--- src/eip4l4_pkg.sv ---
// Shared types, constants and helpers for the Ethernet/IPv4/L4 header parser.
// No dependencies.
package eip4l4_pkg;

   localparam int unsigned MAX_FRAME_DEF = 2048;
   localparam int unsigned OFS_W         = 12;

   localparam int unsigned ETH_HDR_LEN = 14;
   localparam int unsigned IP_MIN_LEN  = 20;
   localparam int unsigned UDP_HDR_LEN = 8;
   localparam int unsigned TCP_MIN_LEN = 20;

   localparam logic [15:0] ETYPE_IPV4 = 16'h0800;
   localparam logic [7:0]  PROTO_UDP  = 8'd17;
   localparam logic [7:0]  PROTO_TCP  = 8'd6;

   typedef enum logic [2:0] {
      ST_OK,
      ST_SHORT_ETH,
      ST_SHORT_IP,
      ST_BAD_SUM,
      ST_SHORT_UDP,
      ST_SHORT_TCP,
      ST_TOO_LONG
   } status_type;

   typedef enum logic [1:0] {
      L4_NONE,
      L4_UDP,
      L4_TCP
   } l4_kind_type;

   typedef struct packed {
      logic [7:0] data_byte;
      logic       last_byte;
   } beat_type;

   typedef struct packed {
      status_type       status;
      logic             is_ipv4;
      l4_kind_type      l4_kind;
      logic [7:0]       ip_protocol;
      logic [OFS_W-1:0] l4_offset;
      logic [OFS_W-1:0] payload_offset;
      logic [OFS_W-1:0] payload_length;
   } result_type;

   // Header length in bytes from a 4-bit word count, floored at the 20-byte minimum.
   function automatic logic [5:0] hdr_bytes(input logic [3:0] words);
      logic [5:0] b;
      b = {words, 2'b00};
      return (b < 6'(IP_MIN_LEN)) ? 6'(IP_MIN_LEN) : b;
   endfunction

endpackage

--- src/eip4l4_parse.sv ---
// Per-byte header parse state and end-of-frame result computation.
// Depends on eip4l4_pkg.
module eip4l4_parse #(
   parameter int unsigned MAX_FRAME = eip4l4_pkg::MAX_FRAME_DEF
) (
   input  logic                   clock,
   input  logic                   reset,
   input  logic                   step,
   input  eip4l4_pkg::beat_type   beat,
   output eip4l4_pkg::result_type result
);
   import eip4l4_pkg::*;

   localparam int unsigned POS_W  = $clog2(MAX_FRAME + 1);
   localparam int unsigned CALC_W = ((POS_W > 8) ? POS_W : 8) + 1;

   logic [POS_W-1:0] pos_ff,   pos_in;
   logic [15:0]      ether_ff, ether_in;
   logic [5:0]       ihb_ff,   ihb_in;
   logic [7:0]       proto_ff, proto_in;
   logic [15:0]      sum_ff,   sum_in;
   logic [7:0]       hold_ff,  hold_in;
   logic [5:0]       thb_ff,   thb_in;
   status_type       err_ff,   err_in;

   always_ff @(posedge clock) begin
      if (reset) begin
         pos_ff   <= '0;
         ether_ff <= '0;
         ihb_ff   <= '0;
         proto_ff <= '0;
         sum_ff   <= '0;
         hold_ff  <= '0;
         thb_ff   <= '0;
         err_ff   <= ST_OK;
      end else begin
         pos_ff   <= pos_in;
         ether_ff <= ether_in;
         ihb_ff   <= ihb_in;
         proto_ff <= proto_in;
         sum_ff   <= sum_in;
         hold_ff  <= hold_in;
         thb_ff   <= thb_in;
         err_ff   <= err_in;
      end
   end

   always_comb begin
      logic [POS_W-1:0] n_pos;
      logic [15:0]      n_ether;
      logic [5:0]       n_ihb;
      logic [7:0]       n_proto;
      logic [15:0]      n_sum;
      logic [7:0]       n_hold;
      logic [5:0]       n_thb;
      status_type       n_err;
      logic [POS_W-1:0] q;
      logic [POS_W-1:0] r;
      logic [5:0]       ihb_cur;
      logic [16:0]      sum_wide;
      logic [15:0]      sum_new;
      logic [CALC_W-1:0] len;
      logic [CALC_W-1:0] l4;
      logic [CALC_W-1:0] udp_end;
      logic [CALC_W-1:0] tcp_end;
      logic [CALC_W-1:0] poff;
      logic [5:0]       ihb_fl;
      logic [5:0]       thb_fl;

      n_pos   = pos_ff;
      n_ether = ether_ff;
      n_ihb   = ihb_ff;
      n_proto = proto_ff;
      n_sum   = sum_ff;
      n_hold  = hold_ff;
      n_thb   = thb_ff;
      n_err   = err_ff;
      q        = pos_ff - POS_W'(ETH_HDR_LEN);
      ihb_cur  = ihb_ff;
      r        = q - POS_W'(ihb_cur);
      sum_wide = {1'b0, sum_ff} + {1'b0, hold_ff, beat.data_byte};
      sum_new  = sum_ff;

      if (step) begin
         if (pos_ff >= POS_W'(MAX_FRAME)) begin
            if (err_ff == ST_OK) begin
               n_err = ST_TOO_LONG;
            end
         end else begin
            n_pos = pos_ff + POS_W'(1);
            if (err_ff == ST_OK) begin
               if (pos_ff == POS_W'(12)) begin
                  n_ether = {beat.data_byte, 8'h00};
               end else if (pos_ff == POS_W'(13)) begin
                  n_ether = {ether_ff[15:8], beat.data_byte};
               end else if (pos_ff >= POS_W'(ETH_HDR_LEN) && ether_ff == ETYPE_IPV4) begin
                  if (q == '0) begin
                     ihb_cur = hdr_bytes(beat.data_byte[3:0]);
                     n_ihb   = ihb_cur;
                  end
                  r = q - POS_W'(ihb_cur);
                  if (q < POS_W'(ihb_cur)) begin
                     if (q == POS_W'(9)) begin
                        n_proto = beat.data_byte;
                     end
                     if (!q[0]) begin
                        n_hold = beat.data_byte;
                     end else begin
                        sum_new = sum_wide[15:0] + 16'(sum_wide[16]);
                        n_sum   = sum_new;
                     end
                     if (q == POS_W'(ihb_cur - 6'd1) && sum_new != 16'hFFFF) begin
                        n_err = ST_BAD_SUM;
                     end
                  end else if (proto_ff == PROTO_UDP) begin
                     if (r == '0) begin
                        n_thb = 6'(UDP_HDR_LEN);
                     end
                  end else if (proto_ff == PROTO_TCP) begin
                     if (r == '0) begin
                        n_thb = 6'(TCP_MIN_LEN);
                     end
                     if (r == POS_W'(12)) begin
                        n_thb = hdr_bytes(beat.data_byte[7:4]);
                     end
                  end
               end
            end
         end
      end

      // end-of-frame summary from the updated state
      len     = CALC_W'(n_pos);
      ihb_fl  = (n_ihb == '0) ? 6'(IP_MIN_LEN) : n_ihb;
      thb_fl  = (n_thb < 6'(TCP_MIN_LEN)) ? 6'(TCP_MIN_LEN) : n_thb;
      l4      = CALC_W'(ETH_HDR_LEN) + CALC_W'(ihb_fl);
      udp_end = l4 + CALC_W'(UDP_HDR_LEN);
      tcp_end = l4 + CALC_W'(thb_fl);
      poff    = '0;

      result = '0;
      result.status  = ST_OK;
      result.l4_kind = L4_NONE;
      if (n_err != ST_OK) begin
         result.status = n_err;
      end else if (len < CALC_W'(ETH_HDR_LEN)) begin
         result.status = ST_SHORT_ETH;
      end else if (n_ether != ETYPE_IPV4) begin
         poff = CALC_W'(ETH_HDR_LEN);
      end else if (len < l4) begin
         result.status = ST_SHORT_IP;
      end else begin
         result.is_ipv4     = 1'b1;
         result.ip_protocol = n_proto;
         if (n_proto == PROTO_UDP) begin
            if (len < udp_end) begin
               result.status = ST_SHORT_UDP;
            end else begin
               result.l4_kind   = L4_UDP;
               result.l4_offset = OFS_W'(l4);
               poff             = udp_end;
            end
         end else if (n_proto == PROTO_TCP) begin
            if (len < tcp_end) begin
               result.status = ST_SHORT_TCP;
            end else begin
               result.l4_kind   = L4_TCP;
               result.l4_offset = OFS_W'(l4);
               poff             = tcp_end;
            end
         end else begin
            poff = l4;
         end
      end
      if (result.status == ST_OK) begin
         result.payload_offset = OFS_W'(poff);
         result.payload_length = OFS_W'(len - poff);
      end

      if (step && beat.last_byte) begin
         pos_in   = '0;
         ether_in = '0;
         ihb_in   = '0;
         proto_in = '0;
         sum_in   = '0;
         hold_in  = '0;
         thb_in   = '0;
         err_in   = ST_OK;
      end else begin
         pos_in   = n_pos;
         ether_in = n_ether;
         ihb_in   = n_ihb;
         proto_in = n_proto;
         sum_in   = n_sum;
         hold_in  = n_hold;
         thb_in   = n_thb;
         err_in   = n_err;
      end
   end

endmodule

--- src/eip4l4_out.sv ---
// Result register with valid/stall handshake toward the consumer.
// Depends on eip4l4_pkg.
module eip4l4_out (
   input  logic                   clock,
   input  logic                   reset,
   input  logic                   load,
   input  eip4l4_pkg::result_type result,
   input  logic                   rsp_stall,
   output logic                   rsp_valid,
   output logic                   busy,
   output eip4l4_pkg::result_type rsp_data
);
   import eip4l4_pkg::*;

   logic       valid_ff, valid_in;
   result_type data_ff,  data_in;

   always_ff @(posedge clock) begin
      if (reset) begin
         valid_ff <= 1'b0;
      end else begin
         valid_ff <= valid_in;
      end
   end

   always_ff @(posedge clock) begin
      data_ff <= data_in;
   end

   always_comb begin
      valid_in = valid_ff;
      data_in  = data_ff;
      if (load) begin
         valid_in = 1'b1;
         data_in  = result;
      end else if (!rsp_stall) begin
         valid_in = 1'b0;
      end
   end

   assign busy      = valid_ff && rsp_stall;
   assign rsp_valid = valid_ff;
   assign rsp_data  = data_ff;

endmodule

--- src/eth_ipv4_l4_header_parser.sv ---
// Ethernet/IPv4/UDP/TCP header parser, one frame byte per beat.
// A last byte passes the input register, then the result register, before rsp_valid
// rises; a result register that is full and stalled holds it in the input register.
// Throughput: one byte per cycle; the byte register advances unless a last byte
// meets a result register that is full and stalled.
// Reset (synchronous, active high) clears parse state and both valid flags.
// Depends on eip4l4_pkg, eip4l4_parse, eip4l4_out.
module eth_ipv4_l4_header_parser #(
   parameter int unsigned MAX_FRAME = eip4l4_pkg::MAX_FRAME_DEF
) (
   input  logic        clock,
   input  logic        reset,
   input  logic        req_valid,
   output logic        req_stall,
   input  logic [7:0]  req_data_byte,
   input  logic        req_last_byte,
   output logic        rsp_valid,
   input  logic        rsp_stall,
   output logic [2:0]  rsp_status,
   output logic        rsp_is_ipv4,
   output logic [1:0]  rsp_l4_kind,
   output logic [7:0]  rsp_ip_protocol,
   output logic [11:0] rsp_l4_offset,
   output logic [11:0] rsp_payload_offset,
   output logic [11:0] rsp_payload_length
);
   import eip4l4_pkg::*;

   logic       in_valid_ff, in_valid_in;
   beat_type   in_beat_ff,  in_beat_in;
   logic       advance;
   logic       out_busy;
   result_type result;
   result_type rsp_data;

   assign advance   = in_valid_ff && !(in_beat_ff.last_byte && out_busy);
   assign req_stall = in_valid_ff && !advance;

   always_ff @(posedge clock) begin
      if (reset) begin
         in_valid_ff <= 1'b0;
      end else begin
         in_valid_ff <= in_valid_in;
      end
   end

   always_ff @(posedge clock) begin
      in_beat_ff <= in_beat_in;
   end

   always_comb begin
      in_valid_in = in_valid_ff;
      in_beat_in  = in_beat_ff;
      if (req_valid && !req_stall) begin
         in_valid_in          = 1'b1;
         in_beat_in.data_byte = req_data_byte;
         in_beat_in.last_byte = req_last_byte;
      end else if (advance) begin
         in_valid_in = 1'b0;
      end
   end

   eip4l4_parse #(
      .MAX_FRAME (MAX_FRAME)
   ) u_parse (
      .clock  (clock),
      .reset  (reset),
      .step   (advance),
      .beat   (in_beat_ff),
      .result (result)
   );

   eip4l4_out u_out (
      .clock     (clock),
      .reset     (reset),
      .load      (advance && in_beat_ff.last_byte),
      .result    (result),
      .rsp_stall (rsp_stall),
      .rsp_valid (rsp_valid),
      .busy      (out_busy),
      .rsp_data  (rsp_data)
   );

   assign rsp_status         = rsp_data.status;
   assign rsp_is_ipv4        = rsp_data.is_ipv4;
   assign rsp_l4_kind        = rsp_data.l4_kind;
   assign rsp_ip_protocol    = rsp_data.ip_protocol;
   assign rsp_l4_offset      = rsp_data.l4_offset;
   assign rsp_payload_offset = rsp_data.payload_offset;
   assign rsp_payload_length = rsp_data.payload_length;

endmodule

--- config.mk ---
export PLATFORM = sky130hd
export DESIGN_NAME = eth_ipv4_l4_header_parser
export DESIGN_NICKNAME = d
export VERILOG_FILES = /design/src/eip4l4_pkg.sv /design/src/eip4l4_parse.sv /design/src/eip4l4_out.sv /design/src/eth_ipv4_l4_header_parser.sv
export SDC_FILE = /design/constraint.sdc
export NUM_CORES = 1
export LEC_CHECK = 0
export ABC_CLOCK_PERIOD_IN_PS = 11910
export BUFFER_PORTS_ARGS = -buffer_cell sky130_fd_sc_hd__buf_4
export CAP_MARGIN = 20
export CORE_MARGIN = 2
export CORE_UTILIZATION = 55
export CTS_BUF_LIST = sky130_fd_sc_hd__clkbuf_8
export DETAILED_ROUTE_END_ITERATION = 8
export PLACE_DENSITY = 0.73
export SYNTH_ARGS = -nofsm -noshare
export SYNTH_HDL_FRONTEND = slang
export SYNTH_HIERARCHICAL = 1
export SYNTH_SLANG_ARGS = --single-unit
export TNS_END_PERCENT = 30
--- constraint.sdc ---
create_clock -name clock -period 11.91 [get_ports clock]
set_input_delay 1.7865 -clock clock [delete_from_list [all_inputs] [get_ports clock]]
set_output_delay 1.7865 -clock clock [all_outputs]
set_load 0.05 [all_outputs]
* Word-level counts from Yosys, hierarchy flattened *
Index checks and enable logic that the tools add are counted.

storage, ports and cells
  register bits after elaboration = 136
  latch bits = 0
  memory bits (writable) = 0
  ROM bits = 0
  bits of input ports = 13
  output and inout bits = 52
  logic and storage cells = 169
  memories = 0

operators by class
  add/subtract/negate cells = 10
  multiply operators = 0
  divide/modulo/power cells = 0
  magnitude comparators = 10
  equal/unequal tests = 13
  shifts and indexed selects = 0
  multiplexer cells = 90
  bitwise operators = 4
  reduce and logical (&&, ||, !) cells = 23

operator list
  operator                 number
  $mux W16                 12
  $mux W6                  29
  $mux W12                 14
  $mux W8                  9
  $eq A12 B4 Y1 const B    4
  $mux W3                  16
  $lt A12 B13 Y1           3
  $mux W26                 1
  $logic_not A12 Y1        2
  $mux W23                 1
  $lt A6 B5 Y1 const B     3
  $add A16 B16 Y17         1
  $add A16 B1 Y16          1
  $eq A16 B12 Y1 const B   1
  $eq A8 B3 Y1 const B     2
  $eq A8 B5 Y1 const B     2
  $ne A16 B12 Y1 const B   1
  $ne A16 B16 Y1 const B   1
  $add A12 B1 Y12 const B  1
  $eq A12 B12 Y1           1
  $ge A12 B12 Y1 const B   1
  $ge A12 B4 Y1 const B    1
  $lt A12 B4 Y1 const B    1
  $lt A12 B6 Y1            1
  other kinds (22)         41

* Depth between registers and ports, before layout *
Gate-level depths: netlist (run 1).

  depth after elaboration = 34
  mapped depth = 51

* Hierarchy *
The synthesis (run 1) kept the hierarchy.

modules (own cells, without submodules)
  module                     times used  cells each  area an instance (sq um)
  eip4l4_parse               1           1032        7888.8
  eip4l4_out                 1           54          1537.7
  eth_ipv4_l4_header_parser  1           18          335.3

* Worst setup path before layout (run 1) *
OpenSTA, ideal clock, no wires.

  path kind = reg-to-reg
  from = register u_parse.pos_ff[1]
  to = register u_out.data_ff (netlist bit u_out/rsp_data[11]) (data pin)
  library setup time = 0.256 ns
  arrival = 8.943 ns
  data required time = 11.654 ns
  setup slack = 2.711 ns
  stages on the path, launching flop included = 49
  clock period less this slack = 9.199 ns
  cells stage by stage = dfxtp_1 -> ha_1 -> buf_2 -> nand4_1 -> a31o_1 -> a21oi_1 -> o2111ai_4 -> clkbuf_1 -> nand2_1 -> ha_1 -> a21oi_1 -> nand2_1 -> mux2_2 -> or4_1 -> o211ai_1 -> nor3b_1 -> a41o_1 -> o21ai_1 -> [... 13 more ...] -> a21oi_1 -> or2_2 -> nand2_1 -> nor3_1 -> o31ai_1 -> ha_1 -> nor2b_1 -> o21ai_0 -> nand2b_1 -> and2_1 -> o21ai_0 -> nand2b_1 -> a21o_1 -> a21o_1 -> a21oi_1 -> nand3_1 -> xnor2_1 -> nor2_2

on the way
  longest elaborated chain between the ends = 34
  elaborated cells on any way between the ends = 97
  classes of those cells = add/sub: 8; order compare: 8; eq/ne: 8; mux: 66; reduce/logical: 7

RTL lines
  element                                               line                                      text
  from (decl)                                           eip4l4_parse.sv:17                        logic [POS_W-1:0] pos_ff, pos_in;
  from (signal assigned)                                eip4l4_parse.sv:37                        pos_ff <= pos_in;
  $sub A12 B4 Y12                                       eip4l4_parse.sv:78                        q = pos_ff - POS_W'(ETH_HDR_LEN);
  $logic_not A12 Y1                                     eip4l4_parse.sv:97                        if (q == '0) begin
  $mux W6                                               eip4l4_parse.sv:97
  $mux W6                                               eip4l4_parse.sv:96                        end else if (pos_ff >= POS_W'(ETH_HDR_LEN) && ether_ff == ETYPE_IPV4) begin
  $mux W6                                               eip4l4_parse.sv:94                        end else if (pos_ff == POS_W'(13)) begin
  $mux W6                                               eip4l4_parse.sv:92                        if (pos_ff == POS_W'(12)) begin
  $mux W6                                               eip4l4_parse.sv:91                        if (err_ff == ST_OK) begin
  $mux W6                                               eip4l4_parse.sv:85                        if (pos_ff >= POS_W'(MAX_FRAME)) begin
  [... 18 more ...]                                     -
  $mux W12 or $mux W3 (tied branches)                   eip4l4_parse.sv:164                       if (len < tcp_end) begin
  $mux W12 or $mux W3 (tied branches)                   eip4l4_parse.sv:163                       end else if (n_proto == PROTO_TCP) begin
  $mux W12 or $mux W3 (tied branches)                   eip4l4_parse.sv:155                       if (n_proto == PROTO_UDP) begin
  $mux W12 or $mux W3 (tied branches)                   eip4l4_parse.sv:150                       end else if (len < l4) begin
  $mux W12 or $mux W26 (tied branches)                  eip4l4_parse.sv:148                       end else if (n_ether != ETYPE_IPV4) begin
  $mux W12 or $mux W3 (tied branches)                   eip4l4_parse.sv:146                       end else if (len < CALC_W'(ETH_HDR_LEN)) begin
  $mux W12 or $mux W3 (tied branches)                   eip4l4_parse.sv:144                       if (n_err != ST_OK) begin
  $sub A12 B12 Y12 or $logic_not A3 Y1 (tied branches)  eip4l4_parse.sv:177, eip4l4_parse.sv:175
  to (signal assigned)                                  eip4l4_out.sv:27                          data_ff <= data_in;
  to (decl)                                             eip4l4_out.sv:16                          result_type data_ff, data_in;

Parallel ways exist; a longest one is shown, timed or not. The select of a mux whose other input is x is not followed.
A chain may end at the register's enable or synchronous reset.

* Worst setup path in the final report (run 1) *
Same ends and word-level chain as after synthesis.

==> summary by stage, run 1 <==
Clocking
The later-pin clock latency in the skew report is 470 ps. Buffers inserted during clock tree synthesis total 17. CTS built an H-tree with a depth of 4. Post-CTS timing repair inserted 0 buffers for setup.

In this run, post-CTS hold repair placed 0 buffers. The clock net in this run drives a total of 136 sinks. Once the clock tree was built, the resizer swapped 0 gates to a different size. TritonCTS built the clock tree. The clock input transition at the sequential cells of the worst setup and hold paths is 90 ps. The worst-case clock buffer depth is 2. The cell sitting at the root of the clock tree is a sky130_fd_sc_hd__clkbuf_8.

Yosys
The share of the Yosys chip area taken by registers is 0.339. The synthesized design contains 59 enable-type register cells. The most instantiated library cell after synthesis is sky130_fd_sc_hd__nor2_1. The mean cell area of the mapped netlist is 8.84 um2.

The unique cell type count in the Yosys netlist is 97. The number of warnings reported in the yosys synthesis log is 6. In the synthesized netlist the async set-or-reset flop fraction comes to 0. The biggest area contributor in the post-synthesis netlist is sky130_fd_sc_hd__edfxtp_1.

The number of flip-flops and latches in the synthesized netlist is 136. After technology mapping, the gate count stands at 1,104. The cell area after synthesis is 9760 um2. The most instantiated flip-flop cell in the synthesis netlist is sky130_fd_sc_hd__dfxtp_1. The share of synthesized area in the top cell type comes to 0.181. By area the synthesized netlist is led by sky130_fd_sc_hd__edfxtp_1, sky130_fd_sc_hd__dfxtp_1, sky130_fd_sc_hd__ha_1, sky130_fd_sc_hd__nor2_1, sky130_fd_sc_hd__nand2_1.

The commonest cells after synthesis are sky130_fd_sc_hd__nor2_1, sky130_fd_sc_hd__nand2_1, sky130_fd_sc_hd__dfxtp_1, sky130_fd_sc_hd__a21oi_1, sky130_fd_sc_hd__ha_1.

Pwr
Across the VDD grid, the largest voltage drop is 0.129 mV. In this run the static leakage power is 4.16 nW. The design draws 0.985 mW. The areal power density over the cells is 91.6 nW/um2.

GRT
The via count of the first global-routing pass is 7,871. The global-route congestion overflow total is 0. The initial antenna violation count is 0. The first global-routing pass estimated 41,100 um of wire. The combined global-route utilization of all metal layers is 0.281. Entering global routing, the biggest net connects 52 pins.

Setup path
On the critical path, the stage with the largest delay is an instance of sky130_fd_sc_hd__dfxtp_1. STA classifies the critical path startpoint as a flip-flop. The kind of critical path is flip-flop to flip-flop. Along the worst path, the maximum fanout reaches 18. For the worst setup path, the data required time is 12,120 ps. The largest single stage delay on the critical path is 550 ps.

The data arrival time of the critical path is 11,220 ps. The worst setup path is captured at a flip-flop.

Route
The initial detailed-routing violation count is 882. The number of nets with antenna violations after routing is 0. The total number of vias is 8,559.

The sum of routed wire length over all layers is 25,500 um. The first-pass iteration count of the detailed router is 5. The vias per cell is 6.18. The remaining design rule violation count is 0. Dividing the detail-routed wire length by the instance count gives 18.4 um.

Flow run
The max-capacitance violation count is 0.

STA
Setup total negative slack on the finished layout was measured at 0 ps. The worst pin sits at a relative slew slack of 0.254. The setup violation total in the final timing report is 0. The final worst slack is 902 ps.

At the pin with the least slew margin, the transition time is 1110 ps. Across the routed clock network, the largest skew measured is 15.2 ps. Setup repair after global routing left no endpoint under its margin. Based on the critical path, the design can be clocked at up to 0.0908 GHz. The final count of pins violating max slew is 0. The worst hold margin is 455 ps. The clock period minus final worst setup slack is 11,010 ps. The hold violation count in the final report is 0. Dividing the final minimum period by the clock period gives 0.924.

Die
In this run the count of I/O pins placed on the die edge is 65. The area of the die is 18,800 um2. In this run the vertical extent of the chip is 137 um. In this run the standard cell core region covers 17,300 um2.

The standard-cell row count is 48. The overall die width is 137 um. The effective utilization at floorplan is 0.564.

Final layout
The number of nets at the end of the flow is 1,224. The number of antenna cells inserted is 0. The filler cells instantiated in the layout total 1,489. The area added between synthesis and finish is 10.2%.

The finished cells cover 10,800 um2. In the final layout, the share of cells above drive strength 1 is 0.136.

Place
Prior to clock tree synthesis, the placed netlist has a worst setup slack of 1250 ps. At the end of routability-driven placement, the weighted congestion stood at 1.02. Once placement finished, the instance area stood at 10,300 um2.

The wire-length estimate of the detail-placed layout is 19,100 um. The count of input and output buffers is 64.

Worst hold path
The class of the worst hold path is flip-flop to flip-flop.

Run status
The flow ran to the end, and the final reports show no timing, DRC or antenna violations.
worst max-delay path, delay by kind of cell (launching register included):
family / cells / cell delay, ps
adders and majority gates: 6 / 1980
buffers and inverters: 2 / 130
xor gates and xnor gates: 3 / 790
DFF: 1 / 550
and+or+nand+nor: 13 / 2250
AOI/OAI and AO/OA: 21 / 4670
muxes: 1 / 360
metal layers:
metal,part of all wire,vias up,track usage
met2,0.44,384,0.424
met1,0.47,4039,0.408
li1,-,4086,-
met3,0.074,50,0.0537
met5,0,-,0
met4,0.020,0,0.0859
flip-flops by register name (all words and copies together), names as in the netlist:
register          cells
in_beat_ff            9
u_parse/ihb_ff        6
u_parse/ether_ff     16
u_parse/hold_ff       8
u_parse/thb_ff        6
u_parse/err_ff        3
in_valid_ff           1
u_parse/proto_ff      8
u_parse/sum_ff       16
u_parse/pos_ff       12
u_out/rsp_valid       1
u_out/rsp_data       50
final timing paths:
| kind | from | end | slack, ps | depth (start not counted) |
|---|---|---|---|---|
| max | u_parse/pos_ff[1] | u_out/rsp_data[11] | 900 | 46 |
| min | u_parse/ether_ff[11] | u_parse/ether_ff[11] | 450 | 2 |
| max reg2reg | u_parse/pos_ff[1] | u_out/rsp_data[11] | 900 | 46 |
| min reg2reg | u_parse/ether_ff[11] | u_parse/ether_ff[11] | 450 | 2 |
layout make-up:
| class | count | area (um2) | area share |
|---|---|---|---|
| clock buffers | 17 | 234 | 0.0217 |
| clock inverters | 15 | 184 | 0.0171 |
| inverters | 45 | 169 | 0.0157 |
| multi-input cells | 876 | 6040 | 0.561 |
| flip-flops and latches | 136 | 3310 | 0.308 |
| well taps | 225 | 282 | 0.0262 |
| repair buffers | 70 | 538 | 0.0500 |
power breakdown:
part / total, mW / internal, mW / switching, mW / leakage, nW
registers: 0.502 / 0.493 / 0.00921 / 1.14
logic: 0.0739 / 0.0219 / 0.0520 / 2.81
clock network: 0.409 / 0.196 / 0.214 / 0.209
per-stage QoR:
step | util | cells
3_3_place_gp | 0.597 | 1351
4_1_cts | 0.622 | 1384
6_report | 0.622 | 1384
5_1_grt | 0.622 | 1384
3_5_place_dp | 0.598 | 1352
2_1_floorplan | - | 1112
logic make-up (layout without fill, tap and decap cells):
kind of cell | after synthesis | after routing | synth area share
fa+ha+maj | 65 | 65 | 0.0856
mux | 48 | 48 | 0.0511
simple gates | 437 | 437 | 0.235
other cells | 1 | 9 | 0.000384
buf+inv | 100 | 147 | 0.0459
flops | 136 | 136 | 0.339
compound gates | 257 | 257 | 0.187
xor+xnor | 60 | 60 | 0.0554
placed cells by master (no fill, tap or decap), types with 33 or more instances in the layout:
cell / instances
sky130_fd_sc_hd__nor2_1: 122
sky130_fd_sc_hd__nand2_1: 105
sky130_fd_sc_hd__dfxtp_1: 77
sky130_fd_sc_hd__a21oi_1: 73
sky130_fd_sc_hd__buf_4: 69
sky130_fd_sc_hd__ha_1: 62
sky130_fd_sc_hd__edfxtp_1: 59
sky130_fd_sc_hd__inv_1: 43
sky130_fd_sc_hd__xnor2_1: 38
sky130_fd_sc_hd__mux2i_1: 37
sky130_fd_sc_hd__nor3_1: 35
sky130_fd_sc_hd__o21ai_0: 33
No activity file was read; power rests on OpenSTA's default activity.
==> run 2, diff against run 1 <==
Settings changed: CELL_PAD_IN_SITES_DETAIL_PLACEMENT from default to 0, CELL_PAD_IN_SITES_GLOBAL_PLACEMENT from default to 1, CORE_UTILIZATION 55 to 49, PLACE_DENSITY 0.73 to default, PLACE_DENSITY_LB_ADDON from default to 0.1, SYNTH_HIERARCHICAL 1 to default.
==> run 2 against run 1 <==
Sequential power decreased by 8.4%. Via count decreased by 1.2%. Critical path depth decreased by 3. Routed wire length increased by 7.2%. Setup slack improved by 160 ps. Cell area decreased by 2.9%. Combinational power decreased by 13%. Utilization decreased by 6.7 points. Register-to-register slack improved by 160 ps. Flip-flop and latch count decreased by 9. Critical path type unchanged.
==> summary by stage, run 2 <==
Run status
Run status: finished clean (unchanged).

Pwr
The worst supply voltage drop on vdd is 0.0670 mV (was 0.129 mV). The overall power is 0.928 mW (was 0.985 mW). The areal power density over the cells came to 88.8 nW/um2 (was 91.6 nW/um2).

The static power due to leakage is 4.21 nW (was 4.16 nW).

Clocking
The clock input transition at the sequential cells of the worst setup and hold paths is 100 ps (was 90 ps). The buffer count from post-CTS setup fixing is 0 (unchanged). The number of hold buffers added after CTS is 0 (unchanged).

The maximum level of the CTS H-tree was 4 (unchanged). The count of instances resized after the clock tree is built is 0 (unchanged). The CTS root buffer is sky130_fd_sc_hd__clkbuf_8 (unchanged). The CTS buffer count is 17 (unchanged). The later-pin clock latency in the skew report is 460 ps (was 470 ps).

The TritonCTS sink count came to 127 (was 136). The TritonCTS clock tree was yes (unchanged). The worst-case clock buffer depth came to 2 (unchanged).

GRT
The via count of the first global-routing pass came to 7,794 (was 7,871). The initial antenna violation count is 0 (unchanged). The combined global-route utilization of all metal layers came to 0.272 (was 0.281).

The global-route wire length before repair was 42,900 um (was 41,100 um). The global-route congestion overflow total is 0 (unchanged). The pin count of the biggest net entering global routing is 69 (was 52).

Die
The area of the die is 20,500 um2 (was 18,800 um2). The overall die width was 143 um (was 137 um). The effective utilization at floorplan was 0.504 (was 0.564). The I/O pin count came to 65 (unchanged). The floorplan die height came to 143 um (was 137 um). The standard-cell row count is 50 (was 48). The standard cell core area is 18,800 um2 (was 17,300 um2).

Final layout
Commonest non-fill, non-tap cells in the layout: sky130_fd_sc_hd__nor2_1, sky130_fd_sc_hd__nand2_1, sky130_fd_sc_hd__dfxtp_1, sky130_fd_sc_hd__ha_1, sky130_fd_sc_hd__buf_4 (was sky130_fd_sc_hd__nor2_1, sky130_fd_sc_hd__nand2_1, sky130_fd_sc_hd__dfxtp_1, sky130_fd_sc_hd__a21oi_1, sky130_fd_sc_hd__buf_4). The number of nets at the end of the flow is 1,213 (was 1,224). The fill cell instance count of the final layout is 1,789 (was 1,489). The final non-filler cell area is 10,400 um2 (was 10,800 um2). The fraction of layout cells with a size suffix above 1 is 0.120 (was 0.136). The flip-flop count of the largest register after layout is 41 (was 50). The most common library cell in the layout ignoring fill and taps is sky130_fd_sc_hd__nor2_1 (unchanged). The area added between synthesis and finish is 10.1% (was 10.2%).

Yosys
The number of warnings reported in the yosys synthesis log is 0 (was 6). Cell types occupying the most area after synthesis: sky130_fd_sc_hd__dfxtp_1, sky130_fd_sc_hd__edfxtp_1, sky130_fd_sc_hd__ha_1, sky130_fd_sc_hd__nor2_1, sky130_fd_sc_hd__mux2i_1 (was sky130_fd_sc_hd__edfxtp_1, sky130_fd_sc_hd__dfxtp_1, sky130_fd_sc_hd__ha_1, sky130_fd_sc_hd__nor2_1, sky130_fd_sc_hd__nand2_1). Synth cell count leaders: sky130_fd_sc_hd__nor2_1, sky130_fd_sc_hd__nand2_1, sky130_fd_sc_hd__dfxtp_1, sky130_fd_sc_hd__ha_1, sky130_fd_sc_hd__edfxtp_1 (was sky130_fd_sc_hd__nor2_1, sky130_fd_sc_hd__nand2_1, sky130_fd_sc_hd__dfxtp_1, sky130_fd_sc_hd__a21oi_1, sky130_fd_sc_hd__ha_1). The cell area after synthesis was 9490 um2 (was 9760 um2). The most instantiated library cell after synthesis is sky130_fd_sc_hd__nor2_1 (unchanged). The sequential area share after synthesis came to 0.321 (was 0.339). The proportion of register bits with asynchronous set or reset after synthesis is 0 (unchanged). The mean cell area of the mapped netlist came to 8.60 um2 (was 8.84 um2). The area fraction of the dominant cell type after synthesis was 0.162 (was 0.181). The unique cell type count in the Yosys netlist came to 96 (was 97).

The most instantiated flip-flop cell in the synthesis netlist was sky130_fd_sc_hd__dfxtp_1 (unchanged). The cell count after synthesis was 1,103 (was 1,104). The cell taking the most area after synthesis was sky130_fd_sc_hd__dfxtp_1 (was sky130_fd_sc_hd__edfxtp_1).

The number of enable-type register cells in the synthesized netlist came to 50 (was 59). The number of flip-flops and latches in the synthesized netlist is 127 (was 136).

STA
The clock period minus final worst setup slack is 10,850 ps (was 11,010 ps). RSZ-0062 raised after global routing: no (unchanged). The normalized max-slew margin came to 0.175 (was 0.254). The final worst-path cycle share is 0.911 (was 0.924).

The measured slew at the worst slew-check pin was 1210 ps (was 1110 ps). The setup violation total in the final timing report is 0 (unchanged). The maximum frequency from static timing analysis is 0.0922 GHz (was 0.0908 GHz). The clock tree skew after final layout was 16.3 ps (was 15.2 ps).

The hold violation count in the final report is 0 (unchanged). The sum of negative setup slack was 0 ps (unchanged). The final count of pins violating max slew was 0 (unchanged).

Route
The total number of vias was 8,455 (was 8,559). The vias per cell is 6.00 (was 6.18). The number of nets with antenna violations after routing is 0 (unchanged).

The initial detailed-routing violation count is 632 (was 882). The sum of routed wire length over all layers is 27,300 um (was 25,500 um). The routed length per placed instance is 19.4 um (was 18.4 um). The first-pass iteration count of the detailed router was 6 (was 5). The remaining design rule violation count was 0 (unchanged).

Worst hold path
The class of the worst hold path is flip-flop to flip-flop (unchanged). The endpoint of the worst hold path is u_parse.thb_ff[0] (was u_parse/ether_ff[11]). The startpoint of the worst hold path is u_parse.thb_ff[0] (was u_parse/ether_ff[11]). The worst hold path stage count came to 2 (unchanged).

Setup path
The critical-path maximum fanout is 10 (was 18). The startpoint of the lowest-slack register-to-register path is u_parse.pos_ff[1] (was u_parse/pos_ff[1]). The critical-path cell with the highest stage delay is sky130_fd_sc_hd__dfxtp_1 (unchanged). The data arrival time of the critical path is 11,030 ps (was 11,220 ps). The kind of critical path is flip-flop to flip-flop (unchanged).

The count of cells along the worst register-to-register path is 43 (was 46). The type of element capturing the critical path is a flip-flop (unchanged). The required time at the endpoint of the critical path came to 12,090 ps (was 12,120 ps). The endpoint of the most critical register-to-register path is u_out.rsp_data[11] (was u_out/rsp_data[11]). The slack of the worst reg-to-reg path was 1060 ps (was 900 ps).

The biggest cell delay along the critical path is 530 ps (was 550 ps). The sort of element at the start of the critical path is a flip-flop (unchanged).

Flow run
The max-capacitance violation count was 0 (unchanged).

Place
The final weighted congestion in routability-driven placement is 0.981 (was 1.02). The count of input and output buffers is 55 (was 64). The HPWL after detailed placement is 20,900 um (was 19,100 um). The cell area after placement is 10,000 um2 (was 10,300 um2).
-- run 2: changes by cell type after synthesis, sizes merged, moves of 7 or more --
cell    change
mux2i      +11
o21ai      +11
nand2      -27
edfxtp      -9
a21o        -9
a21oi      -25
a31oi       +8
nor3        -7
or2         +9
nand4      +10
nor2       +15
and3       +11
-- run 2: final cells by class --
| type | instances | area [um2] | area share |
|---|---|---|---|
| multi-input combinational | 887 | 6030 | 0.578 |
| inverter | 42 | 158 | 0.0151 |
| sequential | 127 | 3040 | 0.291 |
| clock inverter | 15 | 190 | 0.0182 |
| clock buffer | 17 | 234 | 0.0224 |
| antenna | 1 | 2.50 | 0.000240 |
| tap | 260 | 325 | 0.0311 |
| timing repair buffer | 61 | 458 | 0.0438 |
-- run 2: how the worst max path moves through the flow --
stage,start,to,slack (ps),cells after the start
after floorplan,u_parse.pos_ff[1],u_out.rsp_data[11],2790,45
after global placement,u_parse.pos_ff[1],u_out.rsp_data[11],1660,43
after detailed placement,u_parse.pos_ff[1],u_out.rsp_data[11],1320,43
after CTS,u_parse.pos_ff[1],u_out.rsp_data[11],1300,43
after global routing,u_parse.pos_ff[1],u_out.rsp_data[11],100,43
final,u_parse.pos_ff[1],u_out.rsp_data[11],1060,43
-- run 2: metal layers --
| metal | GRT usage | vias up | share of wire |
|---|---|---|---|
| met5 | 0 | - | 0 |
| met4 | 0.0740 | 0 | 0.018 |
| met3 | 0.0402 | 41 | 0.049 |
| met2 | 0.439 | 245 | 0.46 |
| met1 | 0.378 | 4035 | 0.47 |
| li1 | - | 4134 | - |
-- run 2: kinds of logic (layout without fill, tap and decap cells) --
group / after synthesis / count (layout) / share of synthesized area
and+or+nand+nor: 439 / 439 / 0.235
AOI/OAI and AO/OA: 257 / 257 / 0.192
DFF: 127 / 127 / 0.321
buffers and inverters: 97 / 135 / 0.0466
adders and majority gates: 64 / 64 / 0.0868
xor gates and xnor gates: 63 / 63 / 0.0596
muxes: 55 / 55 / 0.0591
other: 1 / 10 / 0.000395
-- run 2: critical path, delay by kind of cell (launching register included) --
family          cells  cell delay [ps]
compound gates     22             4680
flops               1              530
fa+ha+maj           5             1460
simple gates       13             3070
xor+xnor            3              830
-- run 2: power breakdown --
| group | switching [mW] | internal (mW) | total (mW) |
|---|---|---|---|
| registers | 0.00591 | 0.454 | 0.460 |
| logic | 0.0464 | 0.0177 | 0.0641 |
| clock network | 0.207 | 0.197 | 0.404 |
| total | 0.259 | 0.669 | 0.928 |
-- run 2: through the flow --
stage / std cells / setup slack [ps] / util / hold slack [ps]
floorplan: 1111 / 2790 / - / 425
global placement: 1377 / 1660 / 0.532 / 447
detailed placement: 1377 / 1320 / 0.532 / 441
CTS: 1409 / 1300 / 0.554 / 453
global route: 1409 / 101 / 0.554 / 482
finish: 1410 / 1060 / 0.555 / 453
